File: src/design/snat_pkg.sv
// shared types, constants and checksum helper for the static nat block
package snat_pkg;

  localparam int unsigned TableEntries = 64;
  localparam int unsigned IdxW = $clog2(TableEntries);
  localparam int unsigned OpIdxW = 6;
  localparam int unsigned QDepth = 2;

  typedef enum logic [2:0] {
    OP_PACKET     = 3'd0,
    OP_WR_EGRESS  = 3'd1,
    OP_WR_REVERSE = 3'd2,
    OP_RM_EGRESS  = 3'd3,
    OP_RM_REVERSE = 3'd4
  } op_e;

  localparam logic [1:0] VERDICT_DROP     = 2'd0;
  localparam logic [1:0] VERDICT_REDIRECT = 2'd1;
  localparam logic [1:0] VERDICT_TABLE    = 2'd2;

  localparam logic [1:0] PORT_INSIDE  = 2'd1;
  localparam logic [1:0] PORT_OUTSIDE = 2'd2;

  localparam logic [15:0] ETH_IPV4 = 16'h0800;
  localparam logic [15:0] ETH_ARP  = 16'h0806;
  localparam logic [7:0] PROTO_ICMP = 8'd1;
  localparam logic [7:0] PROTO_TCP  = 8'd6;
  localparam logic [7:0] PROTO_UDP  = 8'd17;
  localparam logic [7:0] LEN_ETH      = 8'd14;
  localparam logic [7:0] LEN_IP       = 8'd34;
  localparam logic [7:0] LEN_SMALL_L4 = 8'd42;
  localparam logic [7:0] LEN_TCP      = 8'd54;

  // classified word handed from front to back
  typedef struct packed {
    logic            is_table;
    logic            is_bad_op;
    logic            is_arp;
    logic            lookup;      // ipv4 with protocol and length ok, port valid
    logic            use_rev;     // lookup in reverse table (from outside)
    logic            fix_l4;
    logic [1:0]      arp_port;
    logic            tab_wr;      // table op with index inside the table
    logic            tab_rev;     // table op targets the reverse table
    logic            tab_set;     // write entry, else remove it
    logic [IdxW-1:0] tab_idx;
    logic [31:0]     key;         // lookup key, or entry key for table ops
    logic [31:0]     val;         // entry value for table ops
    logic [31:0]     src;
    logic [31:0]     dst;
    logic [15:0]     ipc;
    logic [15:0]     l4c;
  } job_t;

  typedef struct packed {
    logic [1:0]  verdict;
    logic [1:0]  out_port;
    logic [31:0] src;
    logic [31:0] dst;
    logic [15:0] ipc;
    logic [15:0] l4c;
  } res_t;

  // rfc 1624 update of a checksum for a swapped 32-bit value
  function automatic logic [15:0] csum_swap32(logic [15:0] hc, logic [31:0] oldv,
                                             logic [31:0] newv);
    logic [18:0] s;
    logic [16:0] f;
    s = {3'd0, ~hc} + {3'd0, ~oldv[31:16]} + {3'd0, ~oldv[15:0]} + {3'd0, newv[31:16]}
        + {3'd0, newv[15:0]};
    f = 17'(s[15:0]) + 17'(s[18:16]);
    f = 17'(f[15:0]) + 17'(f[16]);
    return ~f[15:0];
  endfunction

endpackage

File: src/design/snat_queue.sv
// short fifo of classified jobs between front and back
module snat_queue (
  input  logic           clk_i,
  input  logic           rst_ni,
  input  logic           push_i,
  input  snat_pkg::job_t data_i,
  output logic           full_o,
  input  logic           pop_i,
  output logic           valid_o,
  output snat_pkg::job_t data_o
);
  import snat_pkg::*;

  job_t mem_q [QDepth];
  logic wp_q, rp_q;
  logic [1:0] cnt_q;

  assign full_o = (cnt_q == 2'(QDepth));
  assign valid_o = (cnt_q != 2'd0);
  assign data_o = mem_q[rp_q];

  always_ff @(posedge clk_i) begin
    if (push_i) mem_q[wp_q] <= data_i;
  end

  always_ff @(posedge clk_i or negedge rst_ni) begin
    if (!rst_ni) begin
      wp_q <= 1'b0;
      rp_q <= 1'b0;
      cnt_q <= 2'd0;
    end else begin
      if (push_i) wp_q <= ~wp_q;
      if (pop_i) rp_q <= ~rp_q;
      cnt_q <= cnt_q + 2'(push_i) - 2'(pop_i);
    end
  end
endmodule

File: config.mk
export PLATFORM = sky130hd
export DESIGN_NAME = snat_queue
export DESIGN_NICKNAME = d
export VERILOG_FILES = /design/src/design/snat_pkg.sv /design/src/design/snat_queue.sv
export SDC_FILE = /design/constraint.sdc
export NUM_CORES = 1
export LEC_CHECK = 0
export BUFFER_PORTS_ARGS = -buffer_cell sky130_fd_sc_hd__clkbuf_2
export CORE_AREA = 2 2 113 224
export DETAILED_ROUTE_END_ITERATION = 10
export DIE_AREA = 0 0 115 226
export GPL_TIMING_DRIVEN = 0
export PLACE_DENSITY = 0.83
export SLEW_MARGIN = 15
export SYNTH_ARGS = -nofsm -noshare
export SYNTH_HDL_FRONTEND = slang
export SYNTH_SLANG_ARGS = --single-unit
export TNS_END_PERCENT = 30
File: constraint.sdc
create_clock -name clk_i -period 17.1 [get_ports clk_i]
set_clock_uncertainty 0.2 [all_clocks]
set_input_delay 0.855 -clock clk_i [delete_from_list [all_inputs] [get_ports clk_i]]
set_output_delay 0.855 -clock clk_i [all_outputs]
set_load 0.01 [all_outputs]
==> results.ini, run 1 <==
[layout]
drive_above_1_share_pct = 61.6
area_delta_synth_final_pct = 25.0
finish.instance_area_um2 = 16700
nets = 1150
fillers = 1532

[global_routing]
antenna_found_initial = 4
grt_pass1_vias = 7292
grt.total_usage_pct = 19.7
grt_max_degree = 60
grt_pass1_wl_um = 38200
grt_overflow = 0

[timing]
fin_crit_sh_pct = 17.3
worstMarginPinSlew_ns = 0.660
hold_viol = 0
fin_ws_ns = 14.14
relSlewSlack_pct = 55.9
max_freq_mhz = 337
fin_setup_tns_ns = 0
fin_crit_ns = 2.96
finalMaxSlewViolations = 0
rsz0062_at_grt = false
setup_viol = 0

[die]
fp.dieH_um = 226
initial_core_util_pct = 55.1
die_w_um = 115
io_pins = 360
die-area_um2 = 26000
core.rowCount = 81
core_area_um2 = 24300

[drt]
dr.pass1.iters = 6
route.detailed.drc = 0
via_per_inst = 5.29
drt_iter0_markers = 343
wl_per_cell_um = 20.9
vias = 6790
drtAntennaViolNets = 0
wl_um = 26900

[synthesis]
synth_most_common_cell = edfxtp_1
synth.area.top_cells = edfxtp_1, mux2_4, mux2_2, buf_6, dfrtp_1
synth_edf_count = 354
synth_flop_cell = edfxtp_1
avgSynthCellArea_um2 = 23.7
yosysWarnings = 0
synth_top_area_share_pct = 79.4
synth_cell_types = 13
synthesis.nets = 749
async_flop_share_pct = 1.12
ys_ff_latch = 358
syn_area_um2 = 13400
yosysTopAreaCell = edfxtp_1
ys_seq_area_share_pct = 80.1
ys_top_cells_by_count = edfxtp_1, mux2_4, mux2_2, buf_6, buf_2
syn_inst = 566

[worst_setup_path]
cp_data_arrival_time_ns = 1.91
cp.required_ns = 16.05
critPathCaptureType = output pin
ff2ff_path_depth = 5
cp_max_fo = 10
cp-start-kind = flip-flop
critPathKind = reg2out

[pwr]
p_seq_share_pct = 43.5
p_per_area_nw_per_um2 = 165
clockPowerShare_pct = 23.2
ir_worst_vdd_v = 0.000121
switchingPower_mw = 0.793
p_int_mw = 1.97
p_leak_nw = 6.72
switching_share_pct = 28.7
comb_power_share_pct = 33.3

[placed_design]
hpwlAfterDp_um = 19900
dpl_cell_area_um2 = 15800
io_buffers = 359
dpl_worst_slack_ns = 14.11
place_congestion = 0.775

[cts]
cts.clk_slew.worst_paths_ns = 0.07
clk_latency_ns = 0.54
clockRootBuffer = clkbuf_16
cts_max_level = 1
cts_tree = built
cts_sinks = 358
cts_buffers = 29
cts_max_path_buffers = 3

[flow_run]
maxCapViolCount = 0

[outcome]
status = finished, final reports clean

[hold_path]
hold_class = in2reg
min_path_cells = 1

-- power groups by stage --
stage / Sequential (mW) / Combinational, mW / Clock (mW)
2_1_floorplan: 1.25 / 0.585 / 0
3_3_place_gp: 1.28 / 0.877 / 0
3_5_place_dp: 1.22 / 0.931 / 0
4_1_cts: 1.20 / 0.936 / 0.654
5_1_grt: 1.21 / 0.978 / 0.684
6_report: 1.20 / 0.922 / 0.641
-- state kept, by name, indices dropped and copies added (netlist names) --
register / flops
mem_q: 354
rp_q: 1
cnt_q: 2
wp_q: 1
-- placed cells by master (no fill, tap or decap), types with 5 or more instances in the layout --
cell	count
clkbuf_2	359
buf_16	5
clkbuf_16	29
mux2_4	101
mux2_2	76
clkinv_1	10
buf_12	5
buf_2	5
edfxtp_1	354
buf_6	15
-- final timing paths --
check | start | to | slack, ns
setup / recovery | rp_q$_DFFE_PN0P_ | data_o[115] | 14.14
hold / removal | data_i[148] | mem_q[1][148]$_DFFE_PP_ | 0.30
setup reg to reg | wp_q$_DFFE_PN0P_ | mem_q[0][145]$_DFFE_PP_ | 14.70
hold reg to reg | wp_q$_DFFE_PN0P_ | wp_q$_DFFE_PN0P_ | 0.36
max in group asynchronous | rst_ni | cnt_q[1]$_DFF_PN0_ | 16.09
min in group asynchronous | rst_ni | wp_q$_DFFE_PN0P_ | 0.49
-- kinds of logic after synthesis --
group,Yosys count,synth area share (%)
flops,358,80.1
mux,177,17.7
buf+inv,22,1.50
simple gates,4,0.187
xor+xnor,3,0.308
fa+ha+maj,2,0.187
-- final cells by class --
| cell class | instances | area, um^2 | share of cell area [%] |
|---|---|---|---|
| sequential | 358 | 10700 | 64.1 |
| multi-input combinational | 186 | 2470 | 14.8 |
| timing repair buffer | 370 | 2040 | 12.2 |
| clock buffer | 32 | 737 | 4.40 |
| tap | 290 | 363 | 2.17 |
| buffer | 20 | 194 | 1.16 |
| clock inverter | 21 | 180 | 1.08 |
| antenna | 4 | 10.0 | 0.0598 |
| inverter | 2 | 7.51 | 0.0448 |
-- metrics by stage --
step / power, mW / hold WS, ns / cells / util, %
after global placement: 2.16 / 0.271 / 1215 / 64.0
after CTS: 2.79 / 0.273 / 1279 / 68.8
after detailed placement: 2.15 / 0.347 / 1225 / 65.0
after global routing: 2.88 / 0.280 / 1283 / 68.8
final: 2.76 / 0.297 / 1283 / 68.8
after floorplan: 1.84 / 0.255 / 566 / -
-- metal layers --
metal / global-route usage, % / vias up / share of wire, %
met3: 4.03 / 82 / 5.8
met5: 0 / - / 0
met4: 10.6 / 0 / 5.1
li1: - / 3068 / -
met1: 17.4 / 3367 / 30
met2: 39.5 / 273 / 59
-- repair_timing --
item / in CTS / in global routing
hold buffers: 1 / 0
hold endpoints to repair: 4 / 0
resized for setup: 0 / 0
buffers inserted: 0 / 0
-- worst max-delay path: stages, from the launching register on --
cell,delay (ns)
dfrtp_1,0.34
buf_6,0.14
buf_6,0.20
buf_6,0.20
mux2_4,0.31
clkbuf_2,0.16
Note: power is estimated with default switching activity, not from simulation.
==> inputs of run 2 (changes only) <==
- CORE_AREA: 2 2 113 224 -> 2 2 123 244
- DIE_AREA: 0 0 115 226 -> 0 0 125 246
- PLACE_DENSITY: 0.83 -> 0.75
- clock period: 17.1 -> 2.6 ns (I/O delays scaled with it)
==> results.ini, run 2 (synthesis gave the netlist of run 1 again) <==
[outcome]
status = finished, final reports clean

[drt]
via_per_inst = 4.85
vias = 7447
wl_per_cell_um = 19.8
route.detailed.drc = 0
drt_iter0_markers = 432
dr.pass1.iters = 5
drtAntennaViolNets = 0
wl_um = 30400

[layout]
area_delta_synth_final_pct = 39.7
nets = 1332
largest_register_ffs = 354
final_common_cell = clkbuf_2
finish.instance_area_um2 = 18700
layout_common_cells = clkbuf_2, edfxtp_1, dlygate4sd3_1
fin_util_pct = 64.9
drive_above_1_share_pct = 52.3
largest_register = mem_q
reg_top3 = mem_q (354), cnt_q (2)

[placed_design]
dpl_cell_area_um2 = 15900
io_buffers = 359
hpwlAfterDp_um = 20400
place_congestion = 0.743

[global_routing]
top_usage_layer = met2
met2_usage_pct = 37.4
grt_overflow = 0
antenna_found_initial = 8
grt_pass1_wl_um = 45400
grt_pass1_vias = 8301
grt_max_degree = 58
met3_usage_pct = 3.76
grt.total_usage_pct = 19.3
met1_usage_pct = 18.7

[timing]
hold_viol = 0
max_freq_mhz = 442
finalMaxSlewViolations = 0
fin_crit_sh_pct = 86.9
worstMarginPinSlew_ns = 0.666
fin_crit_ns = 2.26
whs_ns = 0.102
fin_setup_tns_ns = 0
rsz0062_at_grt = false
setup_viol = 0
relSlewSlack_pct = 55.5

[cts]
cts_max_path_buffers = 3
cts_sinks = 358
clk_latency_ns = 0.55
cts_tree = built
cts_buffers = 30
cts_max_level = 1
cts_resized = 0
cts.clk_slew.worst_paths_ns = 0.07
clockRootBuffer = clkbuf_16

[worst_setup_path]
reg2reg_slack_ns = 0.38
cp-start-kind = flip-flop
r2r-end = mem_q[0][103]$_DFFE_PP_
cp_data_arrival_time_ns = 1.93
critPathCaptureType = output pin
ff2ff_path_depth = 4
critPathKind = reg2out
cp_max_fo = 10
cp.required_ns = 2.27
rr_startpoint = wp_q$_DFFE_PN0P_

[hold_path]
hold_start = data_i[30]
hold_class = in2reg
whs_endpoint = mem_q[1][30]$_DFFE_PP_
min_path_cells = 2

[die]
io_pins = 360
initial_core_util_pct = 46.4
fp.dieH_um = 246
die_w_um = 125
die-area_um2 = 30800
core.rowCount = 88
core_area_um2 = 28800

[pwr]
comb_power_share_pct = 34.3
p_leak_nw = 7.51
p_seq_share_pct = 42.3
p_int_mw = 13.3
clockPowerShare_pct = 23.4
switching_share_pct = 28.8
switchingPower_mw = 5.39
ir_worst_vdd_v = 0.000801
p_per_area_nw_per_um2 = 999
power_mw = 18.7

[flow_run]
maxCapViolCount = 0

[run 2: cell types whose count changed in the layout (fill, tap and decap cells not counted)]
cell	previous run	this run
dlygate4sd3_1	1	181
buf_16	5	8
clkinv_4	0	3
buf_12	5	3
clkbuf_16	29	31
clkinv_1	10	8
clkinvlp_4	2	0
inv_6	2	0
diode_2	4	5
[run 2: power groups by stage]
stage	clock [mW]	sequential, mW	combinational (mW)
finish	4.37	7.91	6.41
detailed placement	0	8.02	6.20
global placement	0	8.13	5.85
CTS	4.46	7.90	6.45
global route	4.71	8.00	6.78
floorplan	0	8.04	3.85
[run 2: cell type report]
type,count,area (um^2)
Multi-Input combinational cell,186,2470
Inverter,2,7.51
Clock buffer,34,787
Timing Repair Buffer,551,3890
Sequential cell,358,10700
Buffer,20,194
Tap cell,360,450
Clock inverter,18,166
Antenna cell,5,12.5
Fill cell,1953,10100
[run 2: worst max-delay path by stage]
stage,startpoint,endpoint,slack (ns),cells past startpoint
global route,wp_q$_DFFE_PN0P_,mem_q[0][98]$_DFFE_PP_,0.27,4
floorplan,wp_q$_DFFE_PN0P_,mem_q[0][0]$_DFFE_PP_,-1.07,1
detailed placement,wp_q$_DFFE_PN0P_,mem_q[0][58]$_DFFE_PP_,0.38,4
CTS,rp_q$_DFFE_PN0P_,data_o[117],0.29,5
global placement,wp_q$_DFFE_PN0P_,mem_q[0][100]$_DFFE_PP_,-2.46,1
finish,rp_q$_DFFE_PN0P_,data_o[117],0.34,5
[run 2: worst max-delay path, cell delays in order, from the launching register on]
cell	delay [ns]
dfrtp_1	0.34
buf_6	0.13
buf_6	0.20
buf_6	0.21
mux2_4	0.34
clkbuf_2	0.14
[run 2: layer usage]
| metal | wire length (um) | share of wire (%) | vias to the layer above |
|---|---|---|---|
| met5 | 33 | 0.11 | - |
| met4 | 1670 | 5.5 | 6 |
| met3 | 1600 | 5.2 | 93 |
| met2 | 17400 | 57 | 297 |
| met1 | 9740 | 32 | 3616 |
| li1 | - | - | 3435 |
[run 2: timing repair]
action / CTS / global route
setup buffers: 0 / 0
hold buffers: 181 / 0
hold endpoints to repair: 376 / 0
[run 2: through the flow]
| stage | setup slack (ns) | std cells |
|---|---|---|
| after floorplan | -1.07 | 566 |
| after global routing | 0.272 | 1534 |
| final | 0.340 | 1534 |
| after global placement | -2.46 | 1285 |
| after detailed placement | 0.381 | 1296 |
| after CTS | 0.295 | 1529 |
