`src/design/snat_pkg.sv`:
```
// shared types, constants and checksum helper for the static nat block
package snat_pkg;

  localparam int unsigned TableEntries = 64;
  localparam int unsigned IdxW = $clog2(TableEntries);
  localparam int unsigned OpIdxW = 6;
  localparam int unsigned QDepth = 2;

  typedef enum logic [2:0] {
    OP_PACKET     = 3'd0,
    OP_WR_EGRESS  = 3'd1,
    OP_WR_REVERSE = 3'd2,
    OP_RM_EGRESS  = 3'd3,
    OP_RM_REVERSE = 3'd4
  } op_e;

  localparam logic [1:0] VERDICT_DROP     = 2'd0;
  localparam logic [1:0] VERDICT_REDIRECT = 2'd1;
  localparam logic [1:0] VERDICT_TABLE    = 2'd2;

  localparam logic [1:0] PORT_INSIDE  = 2'd1;
  localparam logic [1:0] PORT_OUTSIDE = 2'd2;

  localparam logic [15:0] ETH_IPV4 = 16'h0800;
  localparam logic [15:0] ETH_ARP  = 16'h0806;
  localparam logic [7:0] PROTO_ICMP = 8'd1;
  localparam logic [7:0] PROTO_TCP  = 8'd6;
  localparam logic [7:0] PROTO_UDP  = 8'd17;
  localparam logic [7:0] LEN_ETH      = 8'd14;
  localparam logic [7:0] LEN_IP       = 8'd34;
  localparam logic [7:0] LEN_SMALL_L4 = 8'd42;
  localparam logic [7:0] LEN_TCP      = 8'd54;

  // classified word handed from front to back
  typedef struct packed {
    logic            is_table;
    logic            is_bad_op;
    logic            is_arp;
    logic            lookup;      // ipv4 with protocol and length ok, port valid
    logic            use_rev;     // lookup in reverse table (from outside)
    logic            fix_l4;
    logic [1:0]      arp_port;
    logic            tab_wr;      // table op with index inside the table
    logic            tab_rev;     // table op targets the reverse table
    logic            tab_set;     // write entry, else remove it
    logic [IdxW-1:0] tab_idx;
    logic [31:0]     key;         // lookup key, or entry key for table ops
    logic [31:0]     val;         // entry value for table ops
    logic [31:0]     src;
    logic [31:0]     dst;
    logic [15:0]     ipc;
    logic [15:0]     l4c;
  } job_t;

  typedef struct packed {
    logic [1:0]  verdict;
    logic [1:0]  out_port;
    logic [31:0] src;
    logic [31:0] dst;
    logic [15:0] ipc;
    logic [15:0] l4c;
  } res_t;

  // rfc 1624 update of a checksum for a swapped 32-bit value
  function automatic logic [15:0] csum_swap32(logic [15:0] hc, logic [31:0] oldv,
                                             logic [31:0] newv);
    logic [18:0] s;
    logic [16:0] f;
    s = {3'd0, ~hc} + {3'd0, ~oldv[31:16]} + {3'd0, ~oldv[15:0]} + {3'd0, newv[31:16]}
        + {3'd0, newv[15:0]};
    f = 17'(s[15:0]) + 17'(s[18:16]);
    f = 17'(f[15:0]) + 17'(f[16]);
    return ~f[15:0];
  endfunction

endpackage

```
`src/design/snat_front.sv`:
```
// front end: decodes words and classifies them into jobs for the back end
module snat_front (
  input  logic                valid_i,
  output logic                ready_o,
  input  logic [2:0]          opcode_i,
  input  logic [5:0]          table_index_i,
  input  logic [31:0]         entry_key_i,
  input  logic [31:0]         entry_value_i,
  input  logic [1:0]          in_port_i,
  input  logic [15:0]         ethertype_i,
  input  logic [7:0]          ip_protocol_i,
  input  logic [7:0]          captured_bytes_i,
  input  logic [31:0]         src_addr_i,
  input  logic [31:0]         dst_addr_i,
  input  logic [15:0]         ip_checksum_i,
  input  logic [15:0]         l4_checksum_i,
  output logic                push_o,
  output snat_pkg::job_t      job_o,
  input  logic                full_i
);
  import snat_pkg::*;

  logic acc;
  logic is_tab;
  logic need_ok;
  logic [7:0] need;

  assign ready_o = !full_i;
  assign acc = valid_i && ready_o;
  assign push_o = acc;
  assign is_tab = (opcode_i == OP_WR_EGRESS) || (opcode_i == OP_WR_REVERSE) ||
                  (opcode_i == OP_RM_EGRESS) || (opcode_i == OP_RM_REVERSE);

  always_comb begin
    case (ip_protocol_i)
      PROTO_ICMP, PROTO_UDP: need = LEN_SMALL_L4;
      PROTO_TCP: need = LEN_TCP;
      default: need = 8'd0;
    endcase
  end
  assign need_ok = (need != 8'd0) && (captured_bytes_i >= need);

  always_comb begin
    job_o = '0;
    job_o.is_table = is_tab;
    job_o.is_bad_op = (opcode_i != OP_PACKET) && !is_tab;
    job_o.tab_wr = is_tab && (32'(table_index_i) < TableEntries);
    job_o.tab_rev = (opcode_i == OP_WR_REVERSE) || (opcode_i == OP_RM_REVERSE);
    job_o.tab_set = (opcode_i == OP_WR_EGRESS) || (opcode_i == OP_WR_REVERSE);
    job_o.tab_idx = table_index_i[IdxW-1:0];
    job_o.val = entry_value_i;
    job_o.src = src_addr_i;
    job_o.dst = dst_addr_i;
    job_o.ipc = ip_checksum_i;
    job_o.l4c = l4_checksum_i;
    job_o.use_rev = (in_port_i == PORT_OUTSIDE);
    job_o.key = is_tab ? entry_key_i :
                (in_port_i == PORT_OUTSIDE) ? dst_addr_i : src_addr_i;
    job_o.fix_l4 = (ip_protocol_i != PROTO_ICMP);
    if (captured_bytes_i >= LEN_ETH) begin
      if (ethertype_i == ETH_ARP) begin
        job_o.is_arp = (in_port_i == PORT_INSIDE) || (in_port_i == PORT_OUTSIDE);
        job_o.arp_port = (in_port_i == PORT_OUTSIDE) ? PORT_INSIDE : PORT_OUTSIDE;
      end else if (ethertype_i == ETH_IPV4 && captured_bytes_i >= LEN_IP) begin
        job_o.lookup = need_ok &&
                       ((in_port_i == PORT_INSIDE) || (in_port_i == PORT_OUTSIDE));
      end
    end
  end
endmodule

```
`config.mk`:
```
export PLATFORM = sky130hd
export DESIGN_NAME = snat_front
export DESIGN_NICKNAME = d
export VERILOG_FILES = /design/src/design/snat_pkg.sv /design/src/design/snat_front.sv
export SDC_FILE = /design/constraint.sdc
export NUM_CORES = 1
export LEC_CHECK = 0
export BUFFER_PORTS_ARGS = -buffer_cell sky130_fd_sc_hd__buf_2
export CORE_AREA = 4 4 149 151
export DETAILED_ROUTE_END_ITERATION = 12
export DIE_AREA = 0 0 153 155
export PLACE_DENSITY = 0.47
export RECOVER_POWER = 100
export SYNTH_ARGS = -nofsm -noshare
export SYNTH_HDL_FRONTEND = slang
export SYNTH_SLANG_ARGS = --single-unit
```
`constraint.sdc`:
```
create_clock -name vclk -period 1.9
set_input_delay 0.285 -clock vclk [all_inputs]
set_output_delay 0.285 -clock vclk [all_outputs]
set_load 0.01 [all_outputs]
```
==> impl_metrics.prom, run 1 <==
# TYPE chip_impl_metric gauge
chip_impl_info{name="status",value="finished with violations"} 1
chip_impl_info{name="failing_checks",value="setup timing"} 1
chip_impl_metric{name="powerDensity",unit="nW/um^2"} 233.8
chip_impl_metric{name="floorplan.initialDensity",unit=""} 0.09734
chip_impl_metric{name="grt.met3_usage",unit=""} 0.02031
chip_impl_metric{name="cell_variety_after_synth",unit=""} 30
chip_impl_info{name="critical_path.most_common_cell",value="sky130_fd_sc_hd__buf_2"} 1
chip_impl_metric{name="grt_first_pass_wirelength",unit="mm"} 12.09
chip_impl_metric{name="layout-drive-gt1-share",unit=""} 0.4695
chip_impl_metric{name="via_count_of_the_first_global_routing_pass",unit=""} 2143
chip_impl_metric{name="synth_nets",unit=""} 502
chip_impl_metric{name="place_congestion",unit=""} 0.7722
chip_impl_metric{name="worst_pin_slew",unit="ns"} 0.4742
chip_impl_metric{name="hold_violations",unit=""} 0
chip_impl_info{name="main_combinational_cell_family_by_area_after_synthesis",value="buffers and inverters"} 1
chip_impl_metric{name="port-buffer-count",unit=""} 244
chip_impl_metric{name="drv_slew",unit=""} 0
chip_impl_metric{name="synthesis.area",unit="sq um"} 2027
chip_impl_metric{name="use_met1",unit=""} 0.06958
chip_impl_metric{name="die_area",unit="sq um"} 23720
chip_impl_metric{name="ff_latch_area",unit="sq um"} 0
chip_impl_metric{name="dpl.hpwl",unit="mm"} 7.833
chip_impl_metric{name="critPathArrivalTime",unit="ns"} 1.94
chip_impl_metric{name="synth_seq_area_share",unit=""} 0
chip_impl_metric{name="grtUsageMet2",unit=""} 0.1077
chip_impl_metric{name="holdBufCountCts",unit=""} 0
chip_impl_metric{name="combined_buffer_and_inverter_count_along_the_critical_path",unit=""} 3
chip_impl_metric{name="synthToLayoutAreaGrowth",unit="%"} 24.57
chip_impl_metric{name="compound_gate_portion_of_the_synthesized_area",unit=""} 0.1154
chip_impl_info{name="grt_busiest_layer",value="met2"} 1
chip_impl_metric{name="critPathRequiredTime",unit="ns"} 1.62
chip_impl_metric{name="routed_length_per_instance",unit="um"} 12.90
chip_impl_metric{name="setup-violations-final",unit=""} 1
chip_impl_metric{name="insertedDiodeCount",unit=""} 0
chip_impl_metric{name="final.period_utilization",unit=""} 1.171
chip_impl_info{name="mostFrequentLayoutCells",value="sky130_fd_sc_hd__buf_2, sky130_fd_sc_hd__clkbuf_1, sky130_fd_sc_hd__nand2_1"} 1
chip_impl_metric{name="critical-path-max-stage-delay",unit="ns"} 0.31
chip_impl_metric{name="average_footprint_of_a_synthesized_cell",unit="sq um"} 6.965
chip_impl_metric{name="ys.warnings.count",unit=""} 0
chip_impl_metric{name="drc",unit=""} 0
chip_impl_info{name="cp_cell_instances",value="buf_2 -> nor4bb_4 -> o21ai_1 -> inv_1 -> ha_1 -> nand2b_1 -> a21oi_1 -> o211ai_1 -> a2111oi_2 -> buf_2"} 1
chip_impl_metric{name="gr-usage-all-layers",unit=""} 0.06340
chip_impl_metric{name="grt_max_degree",unit=""} 37
chip_impl_metric{name="remaining_global_route_overflow",unit=""} 0
chip_impl_metric{name="final_antenna_net_count",unit=""} 0
chip_impl_metric{name="final.setup.tns",unit="ns"} -0.3253
chip_impl_metric{name="max_cap_violations",unit=""} 0
chip_impl_info{name="endpoint_of_the_worst_hold_timing_path",value="job_o[164]"} 1
chip_impl_metric{name="synthAdderAreaFrac",unit=""} 0.03704
chip_impl_metric{name="fillers",unit=""} 2480
chip_impl_metric{name="timing.final.crit_period",unit="ns"} 2.225
chip_impl_metric{name="slew_headroom",unit=""} 0.6839
chip_impl_metric{name="grt_antenna_before_repair",unit=""} 0
chip_impl_info{name="endpoint_kind",value="primary output"} 1
chip_impl_metric{name="via_count",unit=""} 2186
chip_impl_metric{name="postLayoutSetupSlackWorst",unit="ns"} -0.3253
chip_impl_metric{name="leakage",unit="nW"} 1.171
chip_impl_info{name="highest_delay_cell_along_the_critical_path",value="sky130_fd_sc_hd__a2111oi_2"} 1
chip_impl_info{name="hold_path.class",value="in2out"} 1
chip_impl_metric{name="die_span_in_x",unit="um"} 153
chip_impl_metric{name="hold_ws",unit="ns"} 0.5700
chip_impl_info{name="final_common_cell",value="sky130_fd_sc_hd__buf_2"} 1
chip_impl_metric{name="n_sequential_cell",unit=""} 0
chip_impl_metric{name="vias_per_cell",unit=""} 3.268
chip_impl_metric{name="rows",unit=""} 53
chip_impl_metric{name="top_level_ports",unit=""} 384
chip_impl_metric{name="die_y",unit="um"} 155
chip_impl_info{name="family_with_the_most_delay_on_the_worst_path",value="compound AO/OA/AOI/OAI gates"} 1
chip_impl_info{name="yosysTopAreaCell",value="sky130_fd_sc_hd__buf_4"} 1
chip_impl_metric{name="placeableCoreArea",unit="sq um"} 20820
chip_impl_metric{name="clock_buffer_count",unit=""} 0
chip_impl_metric{name="synth_top_cell_area_share",unit=""} 0.5037
chip_impl_metric{name="postSynthCellCount",unit=""} 291
chip_impl_metric{name="finalWirelength",unit="mm"} 8.630
chip_impl_info{name="timing.setup.critical_path_class",value="in2out"} 1
chip_impl_metric{name="holdPathStages",unit=""} 0
chip_impl_metric{name="peakVddDrop",unit="mV"} 0.05681
chip_impl_metric{name="synthSimpleGateAreaFrac",unit=""} 0.1420
chip_impl_metric{name="highest_fanout_seen_on_the_critical_path",unit=""} 3
chip_impl_metric{name="finalNetCount",unit=""} 607
chip_impl_metric{name="synth_xor_area_frac",unit=""} 0.008642
chip_impl_info{name="critPathLaunchType",value="input pin"} 1
chip_impl_metric{name="drtIter0Drc",unit=""} 79
chip_impl_info{name="worst_hold_startpoint",value="table_index_i[4]"} 1
chip_impl_metric{name="synth_mux_area_frac",unit=""} 0.1580
chip_impl_metric{name="max_clock_freq",unit="MHz"} 449.4
chip_impl_info{name="post_synth_main_area_contributors",value="sky130_fd_sc_hd__buf_4, sky130_fd_sc_hd__mux2i_1, sky130_fd_sc_hd__o21ai_0"} 1
chip_impl_info{name="unrepaired_setup_endpoints_after_global_routing",value="yes"} 1
chip_impl_metric{name="drt_pre_antenna_iters",unit=""} 4
kinds of logic (layout without fill, tap and decap cells):
group,after synthesis,after routing
simple gates,58,58
buf+inv,152,255
mux,32,32
xor+xnor,2,2
fa+ha+maj,6,6
compound gates,41,41
worst max path at each step:
stage	end	start	cells past startpoint
6_report	job_o[173]	ip_protocol_i[2]	10
3_3_place_gp	job_o[173]	ip_protocol_i[3]	7
5_1_grt	job_o[173]	ip_protocol_i[2]	10
2_1_floorplan	job_o[173]	ip_protocol_i[2]	8
4_1_cts	job_o[173]	ip_protocol_i[1]	10
3_5_place_dp	job_o[173]	ip_protocol_i[3]	7
layer usage:
layer / up-vias / wire length [um]
li1: 1041 / -
met1: 902 / 2909
met2: 193 / 3917
met3: 50 / 1216
met4: 0 / 586
met5: - / 0
cells in the mapped netlist:
cell                        number
sky130_fd_sc_hd__a2111oi_0       1
sky130_fd_sc_hd__a2111oi_2       1
sky130_fd_sc_hd__a211o_2         1
sky130_fd_sc_hd__a211oi_1        1
sky130_fd_sc_hd__a21o_1          1
sky130_fd_sc_hd__a21oi_1         1
sky130_fd_sc_hd__buf_2           9
sky130_fd_sc_hd__buf_4         136
sky130_fd_sc_hd__clkbuf_1        2
sky130_fd_sc_hd__ha_1            6
sky130_fd_sc_hd__inv_1           5
sky130_fd_sc_hd__mux2i_1        32
sky130_fd_sc_hd__nand2_1        36
sky130_fd_sc_hd__nand2b_1        1
sky130_fd_sc_hd__nand3_1         1
sky130_fd_sc_hd__nand4_1         1
sky130_fd_sc_hd__nor2_1          7
sky130_fd_sc_hd__nor2b_1         1
sky130_fd_sc_hd__nor3_1          1
sky130_fd_sc_hd__nor3b_1         1
sky130_fd_sc_hd__nor4_1          1
sky130_fd_sc_hd__nor4_2          3
sky130_fd_sc_hd__nor4b_2         1
sky130_fd_sc_hd__nor4bb_1        1
sky130_fd_sc_hd__o211ai_1        1
sky130_fd_sc_hd__o21a_1          1
sky130_fd_sc_hd__o21ai_0        33
sky130_fd_sc_hd__or2_2           1
sky130_fd_sc_hd__or4_1           2
sky130_fd_sc_hd__xnor2_1         2
stage by stage:
| step | instance area (sq um) | utilization | power (mW) | std cells | worst slack, ns |
|---|---|---|---|---|---|
| finish | 2525 | 0.1213 | 0.5904 | 669 | -0.3253 |
| global route | 2525 | 0.1213 | 0.6588 | 669 | -0.4342 |
| CTS | 2645 | 0.1270 | 0.6350 | 669 | -0.3331 |
| detailed placement | 2624 | 0.1260 | 0.6267 | 669 | -0.4835 |
| global placement | 2624 | 0.1260 | 0.6272 | 669 | -0.4108 |
| floorplan | 2027 | - | 0.5034 | 291 | -0.05288 |
area by class of cell:
type	count	area, sq um	share of cell area
Timing Repair Buffer	250	1187	0.4703
Inverter	5	18.77	0.007433
Tap cell	275	344.1	0.1363
Multi-Input combinational cell	139	974.7	0.3860
report_power, final:
group / internal [mW] / switching (mW) / leakage [nW]
clock: 0 / 0 / 0
sequential: 0 / 0 / 0
combinational: 0.268 / 0.322 / 1.17
repair_timing:
item,4_1_cts,5_1_grt
pin swaps,1,1
gates resized for setup,4,1
setup buffers,0,0
setup endpoints to repair,1,1
(Power assumes the default switching activity.)
==> run 2: changes to the inputs <==
Settings changed: ABC_AREA set to 1, CORE_AREA 4 4 149 151 to 2 2 149 151, DIE_AREA 0 0 153 155 to 0 0 151 153, PLACE_DENSITY 0.47 to 0.46.
Clock period 1.9 ns to 2.5 ns, I/O delays scaled along.
==> run 2 against run 1 <==
Design area rose by 4.4%. Wire length rose by 3.7%. The run now ends clean. Power fell by 18%. Core utilization rose by 0.14 points. Highest routed layer unchanged. Global-route usage rose by 0.39 points. Flip-flop and latch count did not move. Cell count rose by 14%. Count of clock-buffer cells in the layout did not move. Die area fell by 2.6%. Worst hold slack improved by 0.18 ns. Non-clock buffer count did not move. Worst setup slack improved by 0.59 ns. Critical endpoint is now job_o[144].
==> impl_metrics.prom, run 2 <==
# TYPE chip_impl_metric gauge
chip_impl_metric{name="top_level_ports",unit=""} 384
chip_impl_metric{name="synth_xor_area_frac",unit=""} 0
chip_impl_info{name="critPathLaunchType",value="input pin"} 1
chip_impl_metric{name="die_span_in_x",unit="um"} 151
chip_impl_metric{name="drv_slew",unit=""} 0
chip_impl_metric{name="synthToLayoutAreaGrowth",unit="%"} 17.78
chip_impl_metric{name="grtUsageMet2",unit=""} 0.1394
chip_impl_metric{name="synth_mux_area_frac",unit=""} 0
chip_impl_metric{name="final.period_utilization",unit=""} 0.8934
chip_impl_metric{name="via_count",unit=""} 2519
chip_impl_metric{name="slew_headroom",unit=""} 0.6799
chip_impl_info{name="final_common_cell",value="sky130_fd_sc_hd__buf_2"} 1
chip_impl_info{name="unrepaired_setup_endpoints_after_global_routing",value="no"} 1
chip_impl_metric{name="worst_pin_slew",unit="ns"} 0.4802
chip_impl_metric{name="fillers",unit=""} 2629
chip_impl_info{name="status",value="complete, no violations"} 1
chip_impl_metric{name="synth_top_cell_area_share",unit=""} 0.4628
chip_impl_metric{name="synthSimpleGateAreaFrac",unit=""} 0.2856
chip_impl_metric{name="placeableCoreArea",unit="sq um"} 21490
chip_impl_metric{name="n_sequential_cell",unit=""} 0
chip_impl_metric{name="die_y",unit="um"} 153
chip_impl_info{name="yosysTopAreaCell",value="sky130_fd_sc_hd__buf_4"} 1
chip_impl_metric{name="dpl.hpwl",unit="mm"} 7.951
chip_impl_metric{name="grt.met3_usage",unit=""} 0.01104
chip_impl_metric{name="remaining_global_route_overflow",unit=""} 0
chip_impl_metric{name="floorplan.initialDensity",unit=""} 0.1042
chip_impl_metric{name="peakVddDrop",unit="mV"} 0.05058
chip_impl_info{name="post-synth-top-count-cell",value="sky130_fd_sc_hd__buf_4"} 1
chip_impl_metric{name="critPathArrivalTime",unit="ns"} 1.86
chip_impl_info{name="main_combinational_cell_family_by_area_after_synthesis",value="buffers and inverters"} 1
chip_impl_metric{name="routed_length_per_instance",unit="um"} 11.73
chip_impl_metric{name="timing.final.crit_period",unit="ns"} 2.233
chip_impl_metric{name="clock_buffer_count",unit=""} 0
chip_impl_metric{name="powerDensity",unit="nW/um^2"} 182.5
chip_impl_metric{name="gr-usage-all-layers",unit=""} 0.06732
chip_impl_metric{name="finalWirelength",unit="mm"} 8.950
chip_impl_metric{name="synthesis.area",unit="sq um"} 2238
chip_impl_info{name="timing.setup.critical_path_class",value="in2out"} 1
chip_impl_metric{name="ys.warnings.count",unit=""} 0
chip_impl_metric{name="vias_per_cell",unit=""} 3.301
chip_impl_metric{name="layout-drive-gt1-share",unit=""} 0.3499
chip_impl_metric{name="post_cts_resize_count",unit=""} 0
chip_impl_metric{name="cell_variety_after_synth",unit=""} 22
chip_impl_metric{name="setup-violations-final",unit=""} 0
chip_impl_metric{name="post_cts.repair.setup_buffers",unit=""} 0
chip_impl_metric{name="max_clock_freq",unit="MHz"} 447.7
chip_impl_metric{name="holdBufCountCts",unit=""} 0
chip_impl_metric{name="synth_seq_area_share",unit=""} 0
chip_impl_metric{name="grt_max_degree",unit=""} 59
chip_impl_metric{name="via_count_of_the_first_global_routing_pass",unit=""} 2248
chip_impl_metric{name="place_congestion",unit=""} 0.7018
chip_impl_info{name="endpoint_kind",value="primary output"} 1
chip_impl_info{name="yosys-top-cells-count",value="sky130_fd_sc_hd__buf_4, sky130_fd_sc_hd__nand2_1, sky130_fd_sc_hd__nor2_1, sky130_fd_sc_hd__inv_1, sky130_fd_sc_hd__a31oi_1"} 1
chip_impl_metric{name="critPathRequiredTime",unit="ns"} 2.12
chip_impl_metric{name="grt_antenna_before_repair",unit=""} 0
chip_impl_metric{name="port-buffer-count",unit=""} 244
chip_impl_metric{name="synthAdderAreaFrac",unit=""} 0.03354
chip_impl_info{name="grt_busiest_layer",value="met2"} 1
chip_impl_metric{name="finalNetCount",unit=""} 696
chip_impl_metric{name="drc",unit=""} 0
chip_impl_metric{name="ff_latch_area",unit="sq um"} 0
chip_impl_metric{name="postSynthCellCount",unit=""} 383
chip_impl_metric{name="synth_nets",unit=""} 594
chip_impl_info{name="mostFrequentLayoutCells",value="sky130_fd_sc_hd__buf_2, sky130_fd_sc_hd__clkbuf_1, sky130_fd_sc_hd__nand2_1"} 1
chip_impl_metric{name="final.setup.tns",unit="ns"} 0
chip_impl_info{name="hold_path.class",value="in2out"} 1
chip_impl_metric{name="use_met1",unit=""} 0.06655
chip_impl_info{name="post_synth_main_area_contributors",value="sky130_fd_sc_hd__buf_4, sky130_fd_sc_hd__nand2_1, sky130_fd_sc_hd__nor2_1"} 1
chip_impl_metric{name="final_antenna_net_count",unit=""} 0
chip_impl_metric{name="die_area",unit="sq um"} 23100
chip_impl_metric{name="compound_gate_portion_of_the_synthesized_area",unit=""} 0.1319
chip_impl_metric{name="grt_first_pass_wirelength",unit="mm"} 12.00
chip_impl_metric{name="drtIter0Drc",unit=""} 103
chip_impl_metric{name="drt_pre_antenna_iters",unit=""} 4
chip_impl_metric{name="placement.cell_area",unit="sq um"} 2775
chip_impl_metric{name="layout.cell_area.non_filler",unit="sq um"} 2636
chip_impl_metric{name="leakage",unit="nW"} 1.297
chip_impl_metric{name="insertedDiodeCount",unit=""} 0
chip_impl_metric{name="rows",unit=""} 54
chip_impl_metric{name="average_footprint_of_a_synthesized_cell",unit="sq um"} 5.844
chip_impl_metric{name="hold_violations",unit=""} 0
chip_impl_metric{name="highest_fanout_seen_on_the_critical_path",unit=""} 58
chip_impl_metric{name="max_cap_violations",unit=""} 0
## run 2: changes by cell type in the layout (fill, tap and decap cells not counted), moves of 22 or more
cell / previous run / this run
sky130_fd_sc_hd__nand2_1: 36 / 94
sky130_fd_sc_hd__nor2_1: 6 / 44
sky130_fd_sc_hd__mux2i_1: 32 / 0
sky130_fd_sc_hd__o21ai_0: 32 / 1
sky130_fd_sc_hd__clkbuf_1: 76 / 103
sky130_fd_sc_hd__inv_1: 5 / 30
sky130_fd_sc_hd__buf_2: 165 / 142
sky130_fd_sc_hd__a31oi_1: 0 / 22
## run 2: power breakdown
| group | leakage [nW] | switching, mW | total, mW | internal [mW] |
|---|---|---|---|---|
| Sequential | 0 | 0 | 0 | 0 |
| Combinational | 1.30 | 0.283 | 0.481 | 0.198 |
| Clock | 0 | 0 | 0 | 0 |
## run 2: final cells by class
cell class,instances,area [sq um],share of cell area
inverters,31,116.4,0.04414
multi-input cells,202,1012,0.3840
repair buffers,250,1157,0.4390
well taps,280,350.3,0.1329
## run 2: kinds of logic (layout without fill, tap and decap cells)
logic type / count (synthesis) / after routing
fa+ha+maj: 6 / 6
buf+inv: 181 / 281
compound gates: 38 / 38
simple gates: 158 / 158
## run 2: routing by layer
metal	vias to the layer above	part of all wire
met5	-	0
met4	0	0.026
met3	28	0.098
met2	172	0.52
met1	1061	0.36
li1	1258	-
## run 2: worst paths after layout
check | start | to | slack, ns | depth (start not counted)
max | opcode_i[1] | job_o[144] | 0.27 | 9
min | entry_value_i[8] | job_o[104] | 0.75 | 0
## run 2: worst max-delay path, stage by stage
cell                       delay [ns]
sky130_fd_sc_hd__buf_2           0.11
sky130_fd_sc_hd__nor2_1          0.17
sky130_fd_sc_hd__nor2_1          0.11
sky130_fd_sc_hd__nor2_4          0.13
sky130_fd_sc_hd__buf_12          0.24
sky130_fd_sc_hd__clkbuf_1        0.30
sky130_fd_sc_hd__nor2_2          0.06
sky130_fd_sc_hd__a31oi_2         0.13
sky130_fd_sc_hd__clkbuf_1        0.18
## run 2: through the flow
stage                     worst slack, ns  total power, mW  hold WS (ns)  std cells  utilization
final                              0.2665           0.4811        0.7500        763       0.1227
after global routing              0.09231           0.5385        0.7500        763       0.1227
after CTS                          0.3250           0.5218        0.7501        763       0.1292
after detailed placement           0.3333           0.5202        0.7501        763       0.1292
after global placement             0.3759           0.5189        0.7501        763       0.1292
after floorplan                    0.6088           0.4297        0.7935        383            -
